--- src/rtl/stb_pkg.sv ---
// ----------------------------------------------------------------------------
// stb_pkg: shared types and codes of the sorted key table
// Operation kinds, status codes, default sizes, the front-to-back command and the result item.
// ----------------------------------------------------------------------------
package stb_pkg;

	localparam int DEF_DEPTH = 256;
	localparam int DEF_KEY_WIDTH = 32;
	localparam int KIND_W = 3;
	localparam int STATUS_W = 3;
	localparam int INDEX_W = 8;
	localparam int FIELD_KEY_W = 32;
	localparam int POS_W = 9;

	localparam logic [KIND_W-1:0] KIND_INSERT = 3'd0;
	localparam logic [KIND_W-1:0] KIND_FIND = 3'd1;
	localparam logic [KIND_W-1:0] KIND_REMOVE = 3'd2;
	localparam logic [KIND_W-1:0] KIND_POP_BACK = 3'd3;
	localparam logic [KIND_W-1:0] KIND_POP_FRONT = 3'd4;
	localparam logic [KIND_W-1:0] KIND_CLEAR = 3'd5;

	localparam logic [STATUS_W-1:0] ST_OK = 3'd0;
	localparam logic [STATUS_W-1:0] ST_NOT_FOUND = 3'd1;
	localparam logic [STATUS_W-1:0] ST_FULL = 3'd2;
	localparam logic [STATUS_W-1:0] ST_EMPTY = 3'd3;
	localparam logic [STATUS_W-1:0] ST_RANGE = 3'd4;

	// command from front to back
	typedef struct packed {
		logic [KIND_W-1:0]      kind;
		logic [FIELD_KEY_W-1:0] key;
		logic [INDEX_W-1:0]     index;
	} cmd_t;

	// result item
	typedef struct packed {
		logic [STATUS_W-1:0]    status;
		logic [POS_W-1:0]       position;
		logic [FIELD_KEY_W-1:0] key_out;
		logic [POS_W-1:0]       count;
	} res_t;

endpackage

--- src/rtl/stb_fifo.sv ---
// ----------------------------------------------------------------------------
// stb_fifo: two-entry command queue
// Decouples the accepting front end from the table engine.
// ----------------------------------------------------------------------------
module stb_fifo import stb_pkg::*; (
	input  logic clk,
	input  logic arst_n,
	input  logic in_valid,
	output logic in_ready,
	input  cmd_t in_cmd,
	output logic out_valid,
	input  logic out_ready,
	output cmd_t out_cmd
);
	cmd_t mem_q [2];
	logic wp_q, rp_q;
	logic [1:0] cnt_q;
	logic push, pop;

	assign in_ready = (cnt_q != 2'd2);
	assign out_valid = (cnt_q != 2'd0);
	assign out_cmd = mem_q[rp_q];
	assign push = in_valid && in_ready;
	assign pop = out_valid && out_ready;

	always_ff @(posedge clk) begin
		if (push) begin
			mem_q[wp_q] <= in_cmd;
		end
	end

	always_ff @(posedge clk or negedge arst_n) begin
		if (!arst_n) begin
			wp_q <= 1'b0;
			rp_q <= 1'b0;
			cnt_q <= 2'd0;
		end else begin
			if (push) begin
				wp_q <= ~wp_q;
			end
			if (pop) begin
				rp_q <= ~rp_q;
			end
			cnt_q <= cnt_q + {1'b0, push} - {1'b0, pop};
		end
	end
endmodule

--- config.mk ---
export PLATFORM = sky130hd
export DESIGN_NAME = stb_fifo
export DESIGN_NICKNAME = d
export VERILOG_FILES = /design/src/rtl/stb_pkg.sv /design/src/rtl/stb_fifo.sv
export SDC_FILE = /design/constraint.sdc
export NUM_CORES = 1
export LEC_CHECK = 0
export BUFFER_PORTS_ARGS = -buffer_cell sky130_fd_sc_hd__buf_4
export CAP_MARGIN = 10
export CORE_ASPECT_RATIO = 0.8
export CORE_MARGIN = 8
export CORE_UTILIZATION = 47
export DETAILED_ROUTE_END_ITERATION = 6
export GPL_ROUTABILITY_DRIVEN = 1
export GPL_TIMING_DRIVEN = 0
export PLACE_DENSITY = 0.75
export SYNTH_ARGS = -nofsm -noshare
export SYNTH_HDL_FRONTEND = slang
export SYNTH_SLANG_ARGS = --single-unit
--- constraint.sdc ---
create_clock -name clk -period 2.86 [get_ports clk]
set_input_delay 0 -clock clk [delete_from_list [all_inputs] [get_ports clk]]
set_output_delay 0 -clock clk [all_outputs]
set_load 0.005 [all_outputs]
==> flow_summary.toml <==
[critical_path]
r2r_slack_ns = 1.08
worstPathArrival_ns = 1.84
critPathCaptureType = "flop"
critPathMaxStageDelay_ns = 0.55
cp_max_fo = 24
path_cells = "nand2b_1 > nand2_1 > nor2_4 > buf_16"
cp-start-kind = "flop"
cp_slowest_cell = "nor2_4"
crit_required_ns = 2.92
worstSetupPathType = "flop to flop"

[clock_network]
cts_buffers = 9
cts_sinks = 90
clockRootBuffer = "clkbuf_8"
cts_buffer_depth = 2
h-tree-depth = 3
clk_latency_ns = 0.35
clkSlewWorstSetupHoldPaths_ns = 0.09
tritoncts = "yes"

[power]
power_switching_share = 0.2699
power_switching_mw = 1.193
p_seq_frac = 0.426
clock_power_share = 0.190
p_leak_nw = 2.001
irDropWorstVdd_mv = 0.5116
intPower_mw = 3.228
power_density_nw_per_um2 = 887.7
combPwrFrac = 0.384

[detailed_routing]
num_vias = 1843
viasPerCell = 4.654
drt_iter0_drc = 57
wl_per_cell_um = 16.67
ant_nets = 0
drc_errors = 0
drtPass1Iterations = 4
detail_route.wirelength_um = 6600

[synth]
synth_warnings = 0
postSynthNetCount = 200
avgSynthCellArea_um2 = 22.97
ys_seq_area_frac = 0.7734
ys_ff_latch = 90
synth_area_um2 = 3468
synth_cell_types = 15
postSynthCellCount = 151

[sta]
period_minus_slack_ns = 1.777
finalSetupTns_ns = 0
drv_slew = 0
rsz0062_at_grt = "false"
skew_ns = 0.005541
slew_headroom = 0.5540
max_freq_mhz = 562.6
final.period_utilization = 0.6215
hold_viol = 0
worst_slew_pin_slew_ns = 0.6674
finalSetupViolCount = 0

[cells_and_area]
finalCoreUtilization = 0.6836
nets = 350
stdcell_count = 396
antenna_cells = 0
drive_above_1_share = 0.5163
final_common_cell = "buf_4"
layout_common_cells = "buf_4 (91), edfxtp_1 (86), dlygate4sd3_1 (46)"
areaGrowthSynthToFinish_pct = 43.61

[floorplan]
pin_count = 92
rows = 28
die_area_um2 = 10400
fp.dieW_um = 112.0
fp.coreArea_um2 = 7287
initial_core_util = 0.4760
die_y_um = 92.84

[placement]
port_buffers = 91
gp_congestion = 0.6832
dp_hpwl_um = 4203
placed_cells = 334

[hold_path]
hold_class = "primary input to flop"

[run]
maxCapViolations = 0

[global_route]
grt_start_max_net_pins = 25
antenna_found_initial = 0
overflow = 0
grt_pass1_wl_um = 10560
grt.total_usage = 0.1331
grt_pass1_vias = 2002

[run_status]
outcome = "finished, final reports clean"
## Yosys cell counts
cell type,number,share of area
edfxtp_1,86,0.74
nand2_1,1,0.0011
dfrtp_1,4,0.029
buf_6,5,0.016
mux2_4,39,0.17
mux2_2,4,0.013
nand2b_1,1,0.0018
nor2_1,1,0.0011
or2_1,1,0.0018
xnor2_1,3,0.0076
and2_4,1,0.0025
xor2_1,1,0.0025
and3_1,1,0.0018
ha_1,2,0.0072
inv_1,1,0.0011
## power groups by stage
stage | registers [mW] | logic (mW) | clock network (mW)
final | 1.88 | 1.70 | 0.838
after global placement | 1.92 | 1.60 | 0
after floorplan | 1.90 | 0.951 | 0
after detailed placement | 1.92 | 1.67 | 0
after CTS | 1.89 | 1.73 | 0.857
after global routing | 1.91 | 1.83 | 0.912
## worst max-delay path, delay by kind of cell (launching register included)
kind,cells,cell delay [ns]
buf+inv,1,0.26
flops,1,0.41
simple gates,3,0.81
## worst paths after layout
path,start,end,depth (start not counted)
setup / recovery,cnt_q[1]$_DFF_PN0_,mem_q[0][31]$_DFFE_PP_,4
hold / removal,in_valid,wp_q$_DFFE_PN0N_,3
setup reg to reg,cnt_q[1]$_DFF_PN0_,mem_q[0][31]$_DFFE_PP_,4
hold reg to reg,cnt_q[0]$_DFF_PN0_,cnt_q[0]$_DFF_PN0_,1
max in group asynchronous,arst_n,wp_q$_DFFE_PN0N_,3
min in group asynchronous,arst_n,rp_q$_DFFE_PN0P_,3
## cells by family after synthesis
family	share of synthesized area
adders and majority gates	0.007214
muxes	0.1818
buffers and inverters	0.01731
and+or+nand+nor	0.01010
xor gates and xnor gates	0.01010
DFF	0.7735
## layer usage
metal / wire (um) / part of all wire / up-vias / global-route usage
li1: - / - / 885 / -
met1: 3008 / 0.46 / 875 / 0.1606
met2: 3007 / 0.46 / 73 / 0.2068
met3: 491 / 0.074 / 10 / 0.05852
met4: 93 / 0.014 / 0 / 0.05375
met5: 0 / 0 / - / 0
## registers in the layout, indices dropped and copies added (netlist names)
signal and cells:
cnt_q 2, mem_q 86, wp_q 1, rp_q 1
## final cells by class
cell class,count,area [um2]
Sequential cell,90,2683
Fill cell,471,2306
Timing Repair Buffer,139,1199
Multi-Input combinational cell,55,734.5
Clock buffer,10,127.6
Tap cell,90,112.6
Clock inverter,6,65.06
Buffer,5,56.30
Inverter,1,3.754
## metrics by stage
step	cell area (um2)	hold slack [ns]	power, mW	setup slack (ns)
4_1_cts	4981	0.01433	4.476	1.057
5_1_grt	4981	0.04536	4.649	0.9572
2_1_floorplan	3471	-0.2956	2.853	0.7064
3_5_place_dp	4328	-0.2001	3.588	1.066
6_report	4981	0.03500	4.421	1.083
3_3_place_gp	4267	-0.2022	3.522	0.07312
## what timing repair did
item                      4_1_cts  5_1_grt
buffers inserted                0        0
hold buffers                   46        0
hold endpoints to repair       91        0
resized for setup               0        0
Note: power is estimated with default switching activity, not from simulation.
